## config.mk

```make
export PLATFORM = sky130hd
export DESIGN_NAME = day_count_datetime_to_calendar_top
export DESIGN_NICKNAME = d
export VERILOG_FILES = /design/src/hdl/dcdc_pkg.sv /design/src/hdl/dcdc_day_split.sv /design/src/hdl/dcdc_tod_split.sv /design/src/hdl/dcdc_month.sv /design/src/hdl/day_count_datetime_to_calendar_top.sv
export SDC_FILE = /design/constraint.sdc
export NUM_CORES = 1
export LEC_CHECK = 0
export CORE_MARGIN = 8
export CORE_UTILIZATION = 45
export DETAILED_ROUTE_END_ITERATION = 10
export DONT_BUFFER_PORTS = 1
export RECOVER_POWER = 50
export SYNTH_ARGS = -nofsm -noshare
export SYNTH_HDL_FRONTEND = slang
export SYNTH_SLANG_ARGS = --single-unit
```

## constraint.sdc

```tcl
create_clock -name i_clk -period 37.3 [get_ports i_clk]
set_input_delay 5.595 -clock i_clk [delete_from_list [all_inputs] [get_ports i_clk]]
set_output_delay 5.595 -clock i_clk [all_outputs]
set_load 0.02 [all_outputs]
```

## src/hdl/dcdc_pkg.sv

```systemverilog
// Shared types, constants and tables of the day count to calendar converter.
`default_nettype none

package dcdc_pkg;

    // Pipeline depth from input register to output register.
    localparam int LATENCY = 10;
    // Stages that the time-of-day path waits to line up with the date path.
    localparam int TOD_PAD = 7;

    localparam int DAYS_400Y    = 146097;
    localparam int DAYS_100Y    = 36524;
    localparam int DAYS_4Y      = 1461;
    localparam int DAYS_1Y      = 365;
    localparam int SECS_PER_DAY = 86400;
    localparam int SECS_PER_HR  = 3600;
    localparam int SECS_PER_MIN = 60;

    // Reciprocals floor(2^k / d), each with k at least the width of the dividend,
    // so that the quotient estimate is never more than one below the true value.
    localparam int REC_400Y = 114; // k = 24
    localparam int REC_100Y = 7;   // k = 18
    localparam int REC_4Y   = 44;  // k = 16
    localparam int REC_1Y   = 5;   // k = 11
    localparam int REC_HR   = 36;  // k = 17
    localparam int REC_MIN  = 68;  // k = 12

    // Leap rule indices: year in a 4-year cycle, 4-year cycle in a century, century in 400 years.
    localparam logic [1:0] LEAP_Q1   = 2'd3;
    localparam logic [4:0] CENT_Q4   = 5'd24;
    localparam logic [1:0] LEAP_Q100 = 2'd3;

    typedef struct packed {
        logic [23:0] time_seconds;
        logic [23:0] day_number;
    } t_in_item;

    typedef struct packed {
        logic [15:0] year;
        logic [3:0]  month;
        logic [4:0]  day_of_month;
        logic [4:0]  hour;
        logic [5:0]  minute;
        logic [5:0]  second;
        logic        valid_res;
    } t_out_item;

    // Day count split into its cycle quotients and the day within the year.
    typedef struct packed {
        logic [6:0] q400;
        logic [1:0] q100;
        logic [4:0] q4;
        logic [1:0] q1;
        logic [8:0] doy;
    } t_day_parts;

    typedef struct packed {
        logic       ok;
        logic [4:0] hour;
        logic [5:0] minute;
        logic [5:0] second;
    } t_tod;

    // First day of month idx (0 is January) counted from the start of the year.
    function automatic logic [8:0] month_start(input logic [3:0] idx, input logic leap);
        logic [8:0] base;
        case (idx)
            4'd0:    base = 9'd0;
            4'd1:    base = 9'd31;
            4'd2:    base = 9'd59;
            4'd3:    base = 9'd90;
            4'd4:    base = 9'd120;
            4'd5:    base = 9'd151;
            4'd6:    base = 9'd181;
            4'd7:    base = 9'd212;
            4'd8:    base = 9'd243;
            4'd9:    base = 9'd273;
            4'd10:   base = 9'd304;
            4'd11:   base = 9'd334;
            default: base = 9'd0;
        endcase
        if (leap && idx >= 4'd2) begin
            base = base + 9'd1;
        end
        return base;
    endfunction

endpackage

`default_nettype wire

```

## src/hdl/dcdc_day_split.sv

```systemverilog
// Splits the day count into 400-, 100-, 4- and 1-year cycles over eight stages.
`default_nettype none

module dcdc_day_split (
    input  wire logic               i_clk,
    input  wire logic               i_en,
    input  wire logic [23:0]        i_day_number,
    output dcdc_pkg::t_day_parts    o_parts
);
    import dcdc_pkg::*;

    // Stage 1: 400-year quotient estimate.
    logic [23:0] r1_n;
    logic [6:0]  r1_qe;
    logic [30:0] prod1;
    // Stage 2: correction.
    logic [6:0]  r2_q400;
    logic [17:0] r2_n;
    logic [23:0] rem2;
    logic        ge2;
    logic [6:0]  n_q400;
    logic [17:0] n_n1;
    // Stage 3: 100-year estimate.
    logic [6:0]  r3_q400;
    logic [17:0] r3_n;
    logic [2:0]  r3_qe;
    logic [20:0] prod3;
    // Stage 4: correction with the clamp to three.
    logic [6:0]  r4_q400;
    logic [1:0]  r4_q100;
    logic [15:0] r4_n;
    logic [17:0] rem4;
    logic        ge4;
    logic [2:0]  n_q100;
    logic [17:0] n_n2;
    // Stage 5: 4-year estimate.
    logic [6:0]  r5_q400;
    logic [1:0]  r5_q100;
    logic [15:0] r5_n;
    logic [4:0]  r5_qe;
    logic [21:0] prod5;
    // Stage 6: correction.
    logic [6:0]  r6_q400;
    logic [1:0]  r6_q100;
    logic [4:0]  r6_q4;
    logic [10:0] r6_n;
    logic [15:0] rem6;
    logic        ge6;
    logic [4:0]  n_q4;
    logic [15:0] n_n3;
    // Stage 7: 1-year estimate.
    logic [6:0]  r7_q400;
    logic [1:0]  r7_q100;
    logic [4:0]  r7_q4;
    logic [10:0] r7_n;
    logic [2:0]  r7_qe;
    logic [13:0] prod7;
    // Stage 8: correction with the clamp to three.
    t_day_parts  r8_parts;
    logic [10:0] rem8;
    logic        ge8;
    logic [2:0]  n_q1;
    logic [10:0] n_doy;

    always_comb begin
        prod1  = 31'(i_day_number) * 31'(REC_400Y);

        rem2   = r1_n - 24'(r1_qe) * 24'(DAYS_400Y);
        ge2    = rem2 >= 24'(DAYS_400Y);
        n_q400 = r1_qe + 7'(ge2);
        n_n1   = ge2 ? 18'(rem2 - 24'(DAYS_400Y)) : rem2[17:0];

        prod3  = 21'(r2_n) * 21'(REC_100Y);

        // A quotient of four only occurs on the last day of a 400-year cycle
        // and is held at three, leaving that day in the final century.
        rem4   = r3_n - 18'(r3_qe) * 18'(DAYS_100Y);
        ge4    = (rem4 >= 18'(DAYS_100Y)) && (r3_qe < 3'd3);
        n_q100 = r3_qe + 3'(ge4);
        n_n2   = ge4 ? (rem4 - 18'(DAYS_100Y)) : rem4;

        prod5  = 22'(r4_n) * 22'(REC_4Y);

        rem6   = r5_n - 16'(r5_qe) * 16'(DAYS_4Y);
        ge6    = rem6 >= 16'(DAYS_4Y);
        n_q4   = r5_qe + 5'(ge6);
        n_n3   = ge6 ? (rem6 - 16'(DAYS_4Y)) : rem6;

        prod7  = 14'(r6_n) * 14'(REC_1Y);

        rem8   = r7_n - 11'(r7_qe) * 11'(DAYS_1Y);
        ge8    = (rem8 >= 11'(DAYS_1Y)) && (r7_qe < 3'd3);
        n_q1   = r7_qe + 3'(ge8);
        n_doy  = ge8 ? (rem8 - 11'(DAYS_1Y)) : rem8;
    end

    always_ff @(posedge i_clk) begin
        if (i_en) begin
            r1_n           <= i_day_number;
            r1_qe          <= prod1[30:24];

            r2_q400        <= n_q400;
            r2_n           <= n_n1;

            r3_q400        <= r2_q400;
            r3_n           <= r2_n;
            r3_qe          <= prod3[20:18];

            r4_q400        <= r3_q400;
            r4_q100        <= n_q100[1:0];
            r4_n           <= n_n2[15:0];

            r5_q400        <= r4_q400;
            r5_q100        <= r4_q100;
            r5_n           <= r4_n;
            r5_qe          <= prod5[20:16];

            r6_q400        <= r5_q400;
            r6_q100        <= r5_q100;
            r6_q4          <= n_q4;
            r6_n           <= n_n3[10:0];

            r7_q400        <= r6_q400;
            r7_q100        <= r6_q100;
            r7_q4          <= r6_q4;
            r7_n           <= r6_n;
            r7_qe          <= prod7[13:11];

            r8_parts.q400  <= r7_q400;
            r8_parts.q100  <= r7_q100;
            r8_parts.q4    <= r7_q4;
            r8_parts.q1    <= n_q1[1:0];
            r8_parts.doy   <= n_doy[8:0];
        end
    end

    assign o_parts = r8_parts;

endmodule

`default_nettype wire

```

## src/hdl/dcdc_tod_split.sv

```systemverilog
// Splits seconds since midnight into hour, minute and second, aligned to the date path.
`default_nettype none

module dcdc_tod_split (
    input  wire logic          i_clk,
    input  wire logic          i_en,
    input  wire logic [23:0]   i_time_seconds,
    output dcdc_pkg::t_tod     o_tod
);
    import dcdc_pkg::*;

    logic        r1_ok;
    logic [16:0] r1_s;
    logic [5:0]  r1_he;
    logic [22:0] prod1;

    logic        r2_ok;
    logic [5:0]  r2_hour;
    logic [11:0] r2_r;
    logic [16:0] rem2;
    logic        ge2;
    logic [5:0]  n_hour;
    logic [16:0] n_r;

    logic        r3_ok;
    logic [5:0]  r3_hour;
    logic [11:0] r3_r;
    logic [6:0]  r3_me;
    logic [18:0] prod3;

    logic [11:0] rem4;
    logic        ge4;
    logic [6:0]  n_min;
    logic [11:0] n_sec;
    t_tod        n_tod;

    t_tod        r_pad [TOD_PAD];

    always_comb begin
        // Only values below one day are used, and those fit in 17 bits.
        prod1  = 23'(i_time_seconds[16:0]) * 23'(REC_HR);

        rem2   = r1_s - 17'(r1_he) * 17'(SECS_PER_HR);
        ge2    = rem2 >= 17'(SECS_PER_HR);
        n_hour = r1_he + 6'(ge2);
        n_r    = ge2 ? (rem2 - 17'(SECS_PER_HR)) : rem2;

        prod3  = 19'(r2_r) * 19'(REC_MIN);

        rem4   = r3_r - 12'(r3_me) * 12'(SECS_PER_MIN);
        ge4    = rem4 >= 12'(SECS_PER_MIN);
        n_min  = r3_me + 7'(ge4);
        n_sec  = ge4 ? (rem4 - 12'(SECS_PER_MIN)) : rem4;

        n_tod.ok     = r3_ok;
        n_tod.hour   = r3_hour[4:0];
        n_tod.minute = n_min[5:0];
        n_tod.second = n_sec[5:0];
    end

    always_ff @(posedge i_clk) begin
        if (i_en) begin
            r1_ok   <= i_time_seconds < 24'(SECS_PER_DAY);
            r1_s    <= i_time_seconds[16:0];
            r1_he   <= prod1[22:17];

            r2_ok   <= r1_ok;
            r2_hour <= n_hour;
            r2_r    <= n_r[11:0];

            r3_ok   <= r2_ok;
            r3_hour <= r2_hour;
            r3_r    <= r2_r;
            r3_me   <= prod3[18:12];

            r_pad[0] <= n_tod;
            for (int k = 1; k < TOD_PAD; k++) begin
                r_pad[k] <= r_pad[k-1];
            end
        end
    end

    assign o_tod = r_pad[TOD_PAD-1];

endmodule

`default_nettype wire

```

## src/hdl/dcdc_month.sv

```systemverilog
// Builds the year, finds the month and the day within it from the day of the year.
`default_nettype none

module dcdc_month (
    input  wire logic                   i_clk,
    input  wire logic                   i_en,
    input  wire dcdc_pkg::t_day_parts   i_parts,
    output logic [15:0]                 o_year,
    output logic [3:0]                  o_month,
    output logic [4:0]                  o_day_of_month
);
    import dcdc_pkg::*;

    logic [15:0] r9_year;
    logic [3:0]  r9_month;
    logic [8:0]  r9_start;
    logic [8:0]  r9_doy;

    logic [15:0] r_year;
    logic [3:0]  r_month;
    logic [4:0]  r_dom;

    logic        leap;
    logic [8:0]  thr;
    logic [15:0] n_year;
    logic [3:0]  n_month;
    logic [8:0]  n_start;
    logic [8:0]  n_dom;

    always_comb begin
        n_year = 16'd1 + 16'(i_parts.q400) * 16'd400 + 16'(i_parts.q100) * 16'd100
               + 16'({i_parts.q4, 2'b00}) + 16'(i_parts.q1);
        // Leap when the year closes a 4-year cycle, unless it also closes a
        // century that does not close the 400-year cycle.
        leap   = (i_parts.q1 == LEAP_Q1)
              && ((i_parts.q4 != CENT_Q4) || (i_parts.q100 == LEAP_Q100));
        n_month = 4'd1;
        n_start = 9'd0;
        for (int k = 1; k < 12; k++) begin
            thr = month_start(4'(k), leap);
            if (i_parts.doy >= thr) begin
                n_month = 4'(k + 1);
                n_start = thr;
            end
        end
        n_dom = r9_doy - r9_start + 9'd1;
    end

    always_ff @(posedge i_clk) begin
        if (i_en) begin
            r9_year  <= n_year;
            r9_month <= n_month;
            r9_start <= n_start;
            r9_doy   <= i_parts.doy;

            r_year   <= r9_year;
            r_month  <= r9_month;
            r_dom    <= n_dom[4:0];
        end
    end

    assign o_year         = r_year;
    assign o_month        = r_month;
    assign o_day_of_month = r_dom;

endmodule

`default_nettype wire

```

## src/hdl/day_count_datetime_to_calendar_top.sv

```systemverilog
// Throughput: one item per cycle unless the output stalls; the date path takes four
// constant divisions, each an estimate stage by reciprocal multiply and a correction
// stage, then two month stages.
// A stalled output holds the whole pipeline; no item is dropped or repeated.
// Reset clears the stage valid bits only; payload registers are not reset.
`default_nettype none

module day_count_datetime_to_calendar_top (
    input  wire logic                   i_clk,
    input  wire logic                   i_rst_n,
    input  wire logic                   i_in_valid,
    output logic                        o_in_ready,
    input  wire dcdc_pkg::t_in_item     i_in_data,
    output logic                        o_out_valid,
    input  wire logic                   i_out_ready,
    output dcdc_pkg::t_out_item         o_out_data
);
    import dcdc_pkg::*;

    logic [LATENCY-1:0] r_vld;
    logic [LATENCY-1:0] n_vld;
    logic               en;

    t_day_parts  parts;
    t_tod        tod;
    logic [15:0] year;
    logic [3:0]  month;
    logic [4:0]  dom;

    // The pipeline moves as one whenever the last stage is empty or being taken.
    assign en         = !r_vld[LATENCY-1] || i_out_ready;
    assign o_in_ready = en;
    assign n_vld      = {r_vld[LATENCY-2:0], i_in_valid};

    always_ff @(posedge i_clk) begin
        if (!i_rst_n) begin
            r_vld <= '0;
        end else if (en) begin
            r_vld <= n_vld;
        end
    end

    dcdc_day_split u_day (
        .i_clk        (i_clk),
        .i_en         (en),
        .i_day_number (i_in_data.day_number),
        .o_parts      (parts)
    );

    dcdc_month u_month (
        .i_clk          (i_clk),
        .i_en           (en),
        .i_parts        (parts),
        .o_year         (year),
        .o_month        (month),
        .o_day_of_month (dom)
    );

    dcdc_tod_split u_tod (
        .i_clk          (i_clk),
        .i_en           (en),
        .i_time_seconds (i_in_data.time_seconds),
        .o_tod          (tod)
    );

    // A seconds value of a day or more rejects the whole result.
    assign o_out_valid             = r_vld[LATENCY-1];
    assign o_out_data.year         = tod.ok ? year  : '0;
    assign o_out_data.month        = tod.ok ? month : '0;
    assign o_out_data.day_of_month = tod.ok ? dom   : '0;
    assign o_out_data.hour         = tod.ok ? tod.hour   : '0;
    assign o_out_data.minute       = tod.ok ? tod.minute : '0;
    assign o_out_data.second       = tod.ok ? tod.second : '0;
    assign o_out_data.valid_res    = tod.ok;

    a_fields_in_range: assert property (@(posedge i_clk) disable iff (!i_rst_n)
        o_out_valid && o_out_data.valid_res |->
            o_out_data.month >= 4'd1 && o_out_data.month <= 4'd12
            && o_out_data.day_of_month >= 5'd1 && o_out_data.day_of_month <= 5'd31
            && o_out_data.hour <= 5'd23 && o_out_data.minute <= 6'd59
            && o_out_data.second <= 6'd59)
        else $error("calendar fields out of range");

    a_february_length: assert property (@(posedge i_clk) disable iff (!i_rst_n)
        o_out_valid && o_out_data.valid_res && o_out_data.month == 4'd2 |->
            o_out_data.day_of_month <= 5'd29)
        else $error("February day beyond 29");

    a_year_nonzero: assert property (@(posedge i_clk) disable iff (!i_rst_n)
        o_out_valid && o_out_data.valid_res |-> o_out_data.year != 16'd0)
        else $error("accepted result with year zero");

endmodule

`default_nettype wire
```

==> results.yml, run 1 <==
critical_path:
  slowest_delay_ns: 2.69
  r2r-end: "u_day.r2_q400[6]"
  worstReg2RegStart: "u_day.r1_qe[1]"
  end_kind: "output port"
  crit_buf_inv: 1
  rrSetupSlack_ns: 30.51
  path_class: "in2out"
  critical-path-slowest-cell: "clkinvlp_2"
  cp.required_ns: 31.70
  r2r.worst_path.cells: 21
  path_max_fanout: 71
  crit_family: "buffers and inverters"
  crit_path_cell_trace: "nor2b_1, clkinvlp_2"
  worstPathArrival_ns: 8.90
  start_kind: "primary input"
route:
  wl_per_cell_um: 14.9
  route.vias.total: 19100
  drc: 0
  vias_per_cell: 5.17
  dr.pass1.iters: 5
  wl_mm: 55.1
  final_antenna_net_count: 0
  drtIter0Drc: 741
floorplanning:
  die_h_um: 283
  rows: 98
  start_util: 0.452
  die_area_um2: 80200
  core_area_um2: 71100
  ioPinCount: 97
  dieWidth_um: 283
global_route:
  grt_max_degree: 129
  grt_pass1_wl_mm: 94.5
  grt_pass1_vias: 20100
  antenna_found_initial: 1
  grt-ovfl-total: 0
  grt_use_total: 0.137
logic_synthesis:
  synth-simple-area-share: 0.0687
  muxShareOfSynthArea: 0.00549
  syn_nets: 3303
  syn_inst: 2653
  synthXorXnorAreaFrac: 0.0545
  ys_async_sr_fraction: 0
  synth_top_family_by_area: "adder cells"
  ys.flop_type: "edfxtp_1"
  ys_seq_area_frac: 0.441
  synthesis.area_um2: 32100
  synth_seq_cells: 475
  synth_fa_ha_area_frac: 0.272
  yosys_warnings: 0
  synth_edf_count: 465
  ys_types: 80
  syn_avg_cell_area_um2: 12.1
  synth_compound_area_frac: 0.108
placed_design:
  place.port_buffers: 0
  place_hpwl_mm: 42.4
  dp.cells: 3590
  gp_congestion: 0.850
clock_tree:
  cts_tree: "built"
  cts_root_buffer: "clkbuf_16"
  cts.clk_slew.worst_paths_ns: 0.06
  cts.sinks: 475
  post_cts_buffers: 0
  clockBufferDepth: 3
  cts_max_level: 2
  clk_latency_ns: 0.61
  cts_resized: 0
  postCtsHoldBufs: 0
  cts_buffers: 55
worst_hold_path:
  hold_start: "u_tod.r_pad[3][17]"
  hold_path_depth: 0
  hold_path.class: "reg2reg"
  hold_end: "u_tod.r_pad[4][17]"
sta:
  relSlewSlack: -1.19
  fmax_ghz: 0.0690
  period_needed_ns: 14.50
  rsz0062_at_grt: "no"
  final.setup.tns_ns: 0
  finalHoldViolCount: 0
  fin_skew_ns: 0.0221
  finalCritPeriodShare: 0.389
  finalMaxSlewViolations: 71
  setup_viol: 0
  tightest_slew_ns: 3.27
outcome:
  violations: "capacitance limit, slew limit"
  status: "finished with violations"
final_layout:
  fillers: 6276
  n_antenna_cell: 0
  syn_to_final_growth_pct: 9.58
  final_cells: 3692
  drive_gt1_frac: 0.0481
  nNetsFinal: 3347
flow_run:
  drv_cap: 1
-- flip-flops by register name, indices dropped and copies added (netlist names), 7 cells and up --
register and flops:
u_tod.r_pad 126, u_day.o_parts 25, u_day.r1_n 24, u_day.r2_n 18
u_day.r3_n 18, u_tod.r1_s 17, u_day.r4_n 16, u_day.r5_n 16
u_month.o_year 16, u_month.r9_year 16, u_tod.r2_r 12, u_tod.r3_r 12
u_day.r6_n 11, u_day.r7_n 11, r_vld 10, u_day.r1_qe 7
u_day.r2_q400 7, u_day.r3_q400 7, u_day.r4_q400 7, u_day.r5_q400 7
u_day.r6_q400 7, u_day.r7_q400 7, u_tod.r3_me 7
-- through the flow --
stage	util	hold slack (ns)	area (um2)	setup WS, ns
final	0.495	0.409	35200	22.80
after global routing	0.495	0.411	35200	22.41
after CTS	0.495	0.402	35200	24.94
after detailed placement	0.468	0.405	33300	24.95
after global placement	0.468	0.400	33300	24.99
after floorplan	-	0.400	32100	17.38
-- cell usage after synthesis (all sizes together), types with 21 or more instances --
library cell | count | area share
fa | 165 | 0.10
o21ai | 84 | 0.013
xor2 | 61 | 0.017
and2 | 57 | 0.011
o21bai | 32 | 0.0075
edfxtp | 465 | 0.43
nand2b | 22 | 0.0043
xnor2 | 139 | 0.038
nor2b | 21 | 0.0041
o21a | 28 | 0.0065
nand2 | 92 | 0.011
nor2 | 101 | 0.012
a211oi | 24 | 0.0058
ha | 433 | 0.17
nor3 | 36 | 0.0058
inv | 399 | 0.047
o211ai | 26 | 0.0061
a21oi | 118 | 0.019
nand3 | 31 | 0.0048
a21o | 54 | 0.013
-- how the worst max path moves through the flow --
stage / startpoint / to / slack, ns / cells past startpoint
finish: i_out_ready / o_in_ready / 22.80 / 2
global route: i_out_ready / o_in_ready / 22.41 / 2
CTS: i_out_ready / o_in_ready / 24.94 / 2
detailed placement: i_out_ready / o_in_ready / 24.95 / 2
global placement: i_out_ready / o_in_ready / 24.99 / 2
floorplan: i_out_ready / o_in_ready / 17.38 / 2
-- layout make-up --
class / count / area [um2] / area share
repair buffers: 10 / 80.1 / 0.00228
clock inverters: 42 / 541 / 0.0154
inverters: 400 / 1500 / 0.0427
well taps: 950 / 1190 / 0.0338
flip-flops and latches: 475 / 14200 / 0.402
multi-input cells: 1755 / 16300 / 0.464
clock buffers: 60 / 1400 / 0.0396
-- cell families after synthesis --
logic type,Yosys count
and+or+nand+nor,432
adders and majority gates,599
buffers and inverters,423
AOI/OAI and AO/OA,507
xor gates and xnor gates,200
DFF,475
muxes,17
-- cell usage in the layout (no fill, tap or decap), types with 8 or more instances in the layout --
master      count
or2_2          12
nor3_1         36
and3_1         10
a31oi_1        15
o311ai_0       11
or3_1          12
fa_1          165
clkinvlp_4      9
o21ai_0        82
nor2_1        101
edfxtp_1      465
nand2_1        91
a2111oi_0       8
dfxtp_1        10
clkbuf_16      55
bufinv_16      10
a21oi_1       117
nor2b_1        21
a21boi_0       17
nand2b_1       22
a211oi_1       24
a21o_1         54
inv_1         399
a211o_1        10
ha_1          433
nand4_1        11
o21bai_1       32
and2_1         54
nand3_1        31
mux2i_1        12
o31ai_1        13
o211ai_1       26
o21a_1         28
xnor2_1       139
xor2_1         61
-- metal layers --
metal,global-route usage,vias to the layer above,share of wire
li1,-,9506,-
met2,0.254,278,0.51
met5,0,-,0
met3,0.0235,108,0.035
met1,0.158,9198,0.42
met4,0.0449,0,0.029
Power of run 1 is left out: the tool's default activity adds up to more than one toggle a clock period on the data nets, which glitch-free logic cannot reach.
==> run 2, diff against run 1 <==
==> constraint.sdc (replaced) <==
create_clock -name i_clk -period 13.94 [get_ports i_clk]
set_input_delay 2.091 -clock i_clk [delete_from_list [all_inputs] [get_ports i_clk]]
set_output_delay 2.091 -clock i_clk [all_outputs]
set_load 0.02 [all_outputs]
==> results.yml, run 2 (synthesis gave the netlist of run 1 again) <==
route:
  wl_mm: 57.7
  drc: 0
  drtIter0Drc: 1050
  dr.pass1.iters: 5
  route.vias.total: 19100
  vias_per_cell: 5.18
  final_antenna_net_count: 0
  wl_per_cell_um: 15.7
final_layout:
  utilization: 0.495
  n_antenna_cell: 0
  final_cell_mix: "edfxtp_1, ha_1, inv_1, fa_1, xnor2_1"
  drive_gt1_frac: 0.0482
  syn_to_final_growth_pct: 9.57
  max_flop_register: "u_tod.r_pad"
  nNetsFinal: 3344
  largest_register_ffs: 126
  final_cells: 3689
  final_common_cell: "edfxtp_1"
floorplanning:
  die_h_um: 283
  die_area_um2: 80200
  ioPinCount: 97
  rows: 98
  dieWidth_um: 283
  core_area_um2: 71100
  start_util: 0.452
placed_design:
  place_hpwl_mm: 44.2
  dp.cells: 3589
  gp_congestion: 0.873
  place.port_buffers: 0
clock_tree:
  cts_max_level: 2
  postCtsHoldBufs: 0
  cts_root_buffer: "clkbuf_16"
  clk_latency_ns: 0.61
  post_cts_buffers: 0
  cts.clk_slew.worst_paths_ns: 0.06
  cts_resized: 0
  cts.sinks: 475
  cts_buffers: 53
  clockBufferDepth: 3
  cts_tree: "built"
critical_path:
  slowest_delay_ns: 0.61
  worstReg2RegStart: "u_day.r1_qe[1]"
  crit_family: "adder cells"
  critical-path-slowest-cell: "a21oi_2"
  end_kind: "register"
  r2r-end: "u_day.r2_q400[6]"
  rrSetupSlack_ns: 7.71
  crit_buf_inv: 5
  worstPathArrival_ns: 6.55
  path_class: "reg2reg"
  crit_start: "u_day.r1_qe[1]"
  path_max_fanout: 16
  crit_path_cell_trace: "inv_1, fa_1, inv_1, fa_1, inv_1, fa_1, inv_1, fa_1, inv_1, ha_1, and3_1, or4b_1, a211oi_2, nor3_1, xor2_1, nor2_1, a21oi_2, nand2_4, ha_1, nand4_1, xnor2_1"
  start_kind: "register"
  r2r.worst_path.cells: 21
  cp.required_ns: 14.27
  cpMostUsedCell: "inv_1"
worst_hold_path:
  hold_path.class: "reg2reg"
  hold_start: "u_tod.r_pad[4][6]"
  hold_end: "u_tod.r_pad[5][6]"
  hold_path_depth: 0
flow_run:
  drv_cap: 2
sta:
  fin_skew_ns: 0.0354
  rsz0062_at_grt: "no"
  tightest_slew_ns: 2.37
  final.setup.tns_ns: 0
  finalCritPeriodShare: 0.447
  setup_viol: 0
  finalHoldViolCount: 0
  relSlewSlack: -0.581
  period_needed_ns: 6.23
  fmax_ghz: 0.161
  finalMaxSlewViolations: 59
global_route:
  grt_pass1_vias: 19900
  grt_max_degree: 133
  grt_use_total: 0.142
  antenna_found_initial: 1
  grt_pass1_wl_mm: 96.8
  grt-ovfl-total: 0
outcome:
  violations: "capacitance limit, slew limit"
  status: "finished with violations"
==> run 2: worst max path at each step <==
| stage | endpoint | slack (ns) | depth (start not counted) |
|---|---|---|---|
| after floorplan | o_in_ready | 5.37 | 2 |
| after global placement | u_day.r1_qe[5] | 7.67 | 13 |
| after detailed placement | u_day.r1_qe[5] | 7.54 | 13 |
| after CTS | u_day.r2_q400[6] | 7.67 | 21 |
| after global routing | u_day.r2_q400[6] | 7.18 | 21 |
| final | u_day.r2_q400[6] | 7.71 | 21 |
==> run 2: layer usage <==
layer / vias up / part of all wire / track usage
met2: 266 / 0.50 / 0.257
met5: - / 0 / 0
li1: 9509 / - / -
met3: 92 / 0.036 / 0.0254
met4: 0 / 0.026 / 0.0441
met1: 9251 / 0.44 / 0.172
==> run 2: per-stage QoR <==
step,instance area (um2),hold slack (ns),setup slack (ns)
3_5_place_dp,33300,0.405,7.54
2_1_floorplan,32100,0.400,5.37
4_1_cts,35200,0.415,7.67
3_3_place_gp,33300,0.401,7.67
5_1_grt,35200,0.419,7.18
6_report,35200,0.414,7.71
==> run 2: worst register-to-register path, delay by kind of cell, from the launching register on <==
| family | cells | cell delay, ns |
|---|---|---|
| and+or+nand+nor | 6 | 1.19 |
| adders and majority gates | 6 | 2.73 |
| xor gates and xnor gates | 2 | 0.33 |
| DFF | 1 | 0.52 |
| AOI/OAI and AO/OA | 2 | 0.82 |
| buffers and inverters | 5 | 0.37 |
==> run 2: cell type report <==
| class | count | area [um2] |
|---|---|---|
| Fill cell | 6259 | 35900 |
| Multi-Input combinational cell | 1755 | 16300 |
| Sequential cell | 475 | 14200 |
| Inverter | 400 | 1520 |
| Clock buffer | 66 | 1450 |
| Tap cell | 950 | 1190 |
| Clock inverter | 34 | 474 |
| Timing Repair Buffer | 9 | 60.1 |
Power of run 2 is left out for the same reason.
==> run 3, diff against run 2 <==
==> constraint.sdc (replaced) <==
create_clock -name i_clk -period 6.49 [get_ports i_clk]
set_input_delay 0.9735 -clock i_clk [delete_from_list [all_inputs] [get_ports i_clk]]
set_output_delay 0.9735 -clock i_clk [all_outputs]
set_load 0.02 [all_outputs]
==> results.yml, run 3 (synthesis gave the netlist of run 1 again) <==
clock_tree:
  cts_tree: "built"
  cts_buffers: 53
  cts_root_buffer: "clkbuf_16"
  clk_latency_ns: 0.61
  postCtsHoldBufs: 0
  cts_max_level: 2
  cts.sinks: 475
  cts.clk_slew.worst_paths_ns: 0.06
  cts_resized: 0
  clockBufferDepth: 3
  post_cts_buffers: 0
global_route:
  antenna_found_initial: 1
  grt_use_total: 0.141
  grt_pass1_vias: 19800
  grt_max_degree: 175
  grt_pass1_wl_mm: 96.0
  grt-ovfl-total: 0
floorplanning:
  core_area_um2: 71100
  dieWidth_um: 283
  start_util: 0.452
  die_area_um2: 80200
  rows: 98
  die_h_um: 283
  ioPinCount: 97
sta:
  finalCritPeriodShare: 0.889
  finalHoldViolCount: 0
  fmax_ghz: 0.173
  rsz0062_at_grt: "no"
  relSlewSlack: -0.392
  worst_slack_ns: 0.718
  finalMaxSlewViolations: 43
  tightest_slew_ns: 2.09
  fin_skew_ns: 0.0273
  whs_ns: 0.416
  setup_viol: 0
  period_needed_ns: 5.77
  final.setup.tns_ns: 0
critical_path:
  critical-path-slowest-cell: "fa_1"
  r2r.worst_path.cells: 21
  cp.required_ns: 6.82
  crit_family: "adder cells"
  path_max_fanout: 7
  cp.depth: 21
  end_kind: "register"
  start_kind: "register"
  worstPathArrival_ns: 6.10
  crit_end: "u_day.r2_q400[5]"
  r2r-end: "u_day.r2_q400[5]"
  rrSetupSlack_ns: 0.72
  path_class: "reg2reg"
  crit_buf_inv: 5
  crit_path_cell_trace: "inv_1, fa_1, inv_1, fa_1, inv_1, fa_1, inv_1, fa_1, inv_1, ha_1, and3_1, or4b_1, a211oi_2, nor3_1, o21bai_1, mux2i_1, nor4_4, nand2_4, ha_1, nand4_1, xnor2_1"
  worstReg2RegStart: "u_day.r1_qe[2]"
  crit_start: "u_day.r1_qe[2]"
  slowest_delay_ns: 0.53
  cpMostUsedCell: "inv_1"
route:
  dr.pass1.iters: 5
  drtIter0Drc: 755
  drc: 0
  route.vias.total: 19100
  wl_mm: 57.4
  final_antenna_net_count: 0
  wl_per_cell_um: 15.6
  vias_per_cell: 5.18
final_layout:
  largest_register_ffs: 126
  nNetsFinal: 3348
  final_cell_mix: "edfxtp_1, ha_1, inv_1, fa_1, xnor2_1"
  max_flop_register: "u_tod.r_pad"
  post-route-cell-area_um2: 35100
  drive_gt1_frac: 0.0500
  n_antenna_cell: 0
  final_common_cell: "edfxtp_1"
  syn_to_final_growth_pct: 9.32
placed_design:
  place_area_um2: 33300
  place.port_buffers: 0
  gp_congestion: 0.836
  place_hpwl_mm: 43.8
  dp_slack_ns: 0.691
outcome:
  status: "finished with violations"
  violations: "capacitance limit, slew limit"
flow_run:
  drv_cap: 1
worst_hold_path:
  hold_path_depth: 0
  hold_path.class: "reg2reg"
==> run 3: cell type report <==
type | count | area, um2
Sequential cell | 475 | 14200
Inverter | 400 | 1530
Clock inverter | 37 | 389
Clock buffer | 61 | 1390
Tap cell | 950 | 1190
Multi-Input combinational cell | 1755 | 16300
Timing Repair Buffer | 13 | 106
Fill cell | 6309 | 36000
==> run 3: worst min path at each step <==
| stage | start | slack, ns | end |
|---|---|---|---|
| 2_1_floorplan | u_day.r7_q4[0] | 0.40 | u_day.o_parts[11] |
| 3_3_place_gp | u_day.r3_n[1] | 0.40 | u_day.r4_n[1] |
| 3_5_place_dp | u_day.r7_q4[0] | 0.40 | u_day.o_parts[11] |
| 4_1_cts | i_in_data[33] | 0.41 | u_tod.r1_s[9] |
| 5_1_grt | i_in_data[35] | 0.41 | u_tod.r1_s[11] |
| 6_report | u_tod.r_pad[4][8] | 0.42 | u_tod.r_pad[5][8] |
==> run 3: per-stage QoR <==
stage	instances	util
2_1_floorplan	2653	-
3_3_place_gp	3593	0.469
3_5_place_dp	3593	0.469
4_1_cts	3691	0.494
5_1_grt	3691	0.494
6_report	3691	0.494
==> run 3: worst reg2reg max path: stages, from the launching register on <==
cell and delay [ns]:
edfxtp_1 0.49, inv_1 0.19, fa_1 0.53, inv_1 0.05
fa_1 0.47, inv_1 0.06, fa_1 0.53, inv_1 0.06
fa_1 0.52, inv_1 0.04, ha_1 0.36, and3_1 0.22
or4b_1 0.46, a211oi_2 0.20, nor3_1 0.11, o21bai_1 0.20
mux2i_1 0.13, nor4_4 0.34, nand2_4 0.13, ha_1 0.23
nand4_1 0.12, xnor2_1 0.08
==> run 3: metal layers <==
metal  part of all wire  global-route usage  up-vias
met2               0.50               0.256      276
met3              0.040              0.0269      106
met1               0.43               0.166     9200
met5                  0                   0        -
met4              0.029              0.0465        0
li1                   -                   -     9521
Power of run 3 is left out for the same reason.
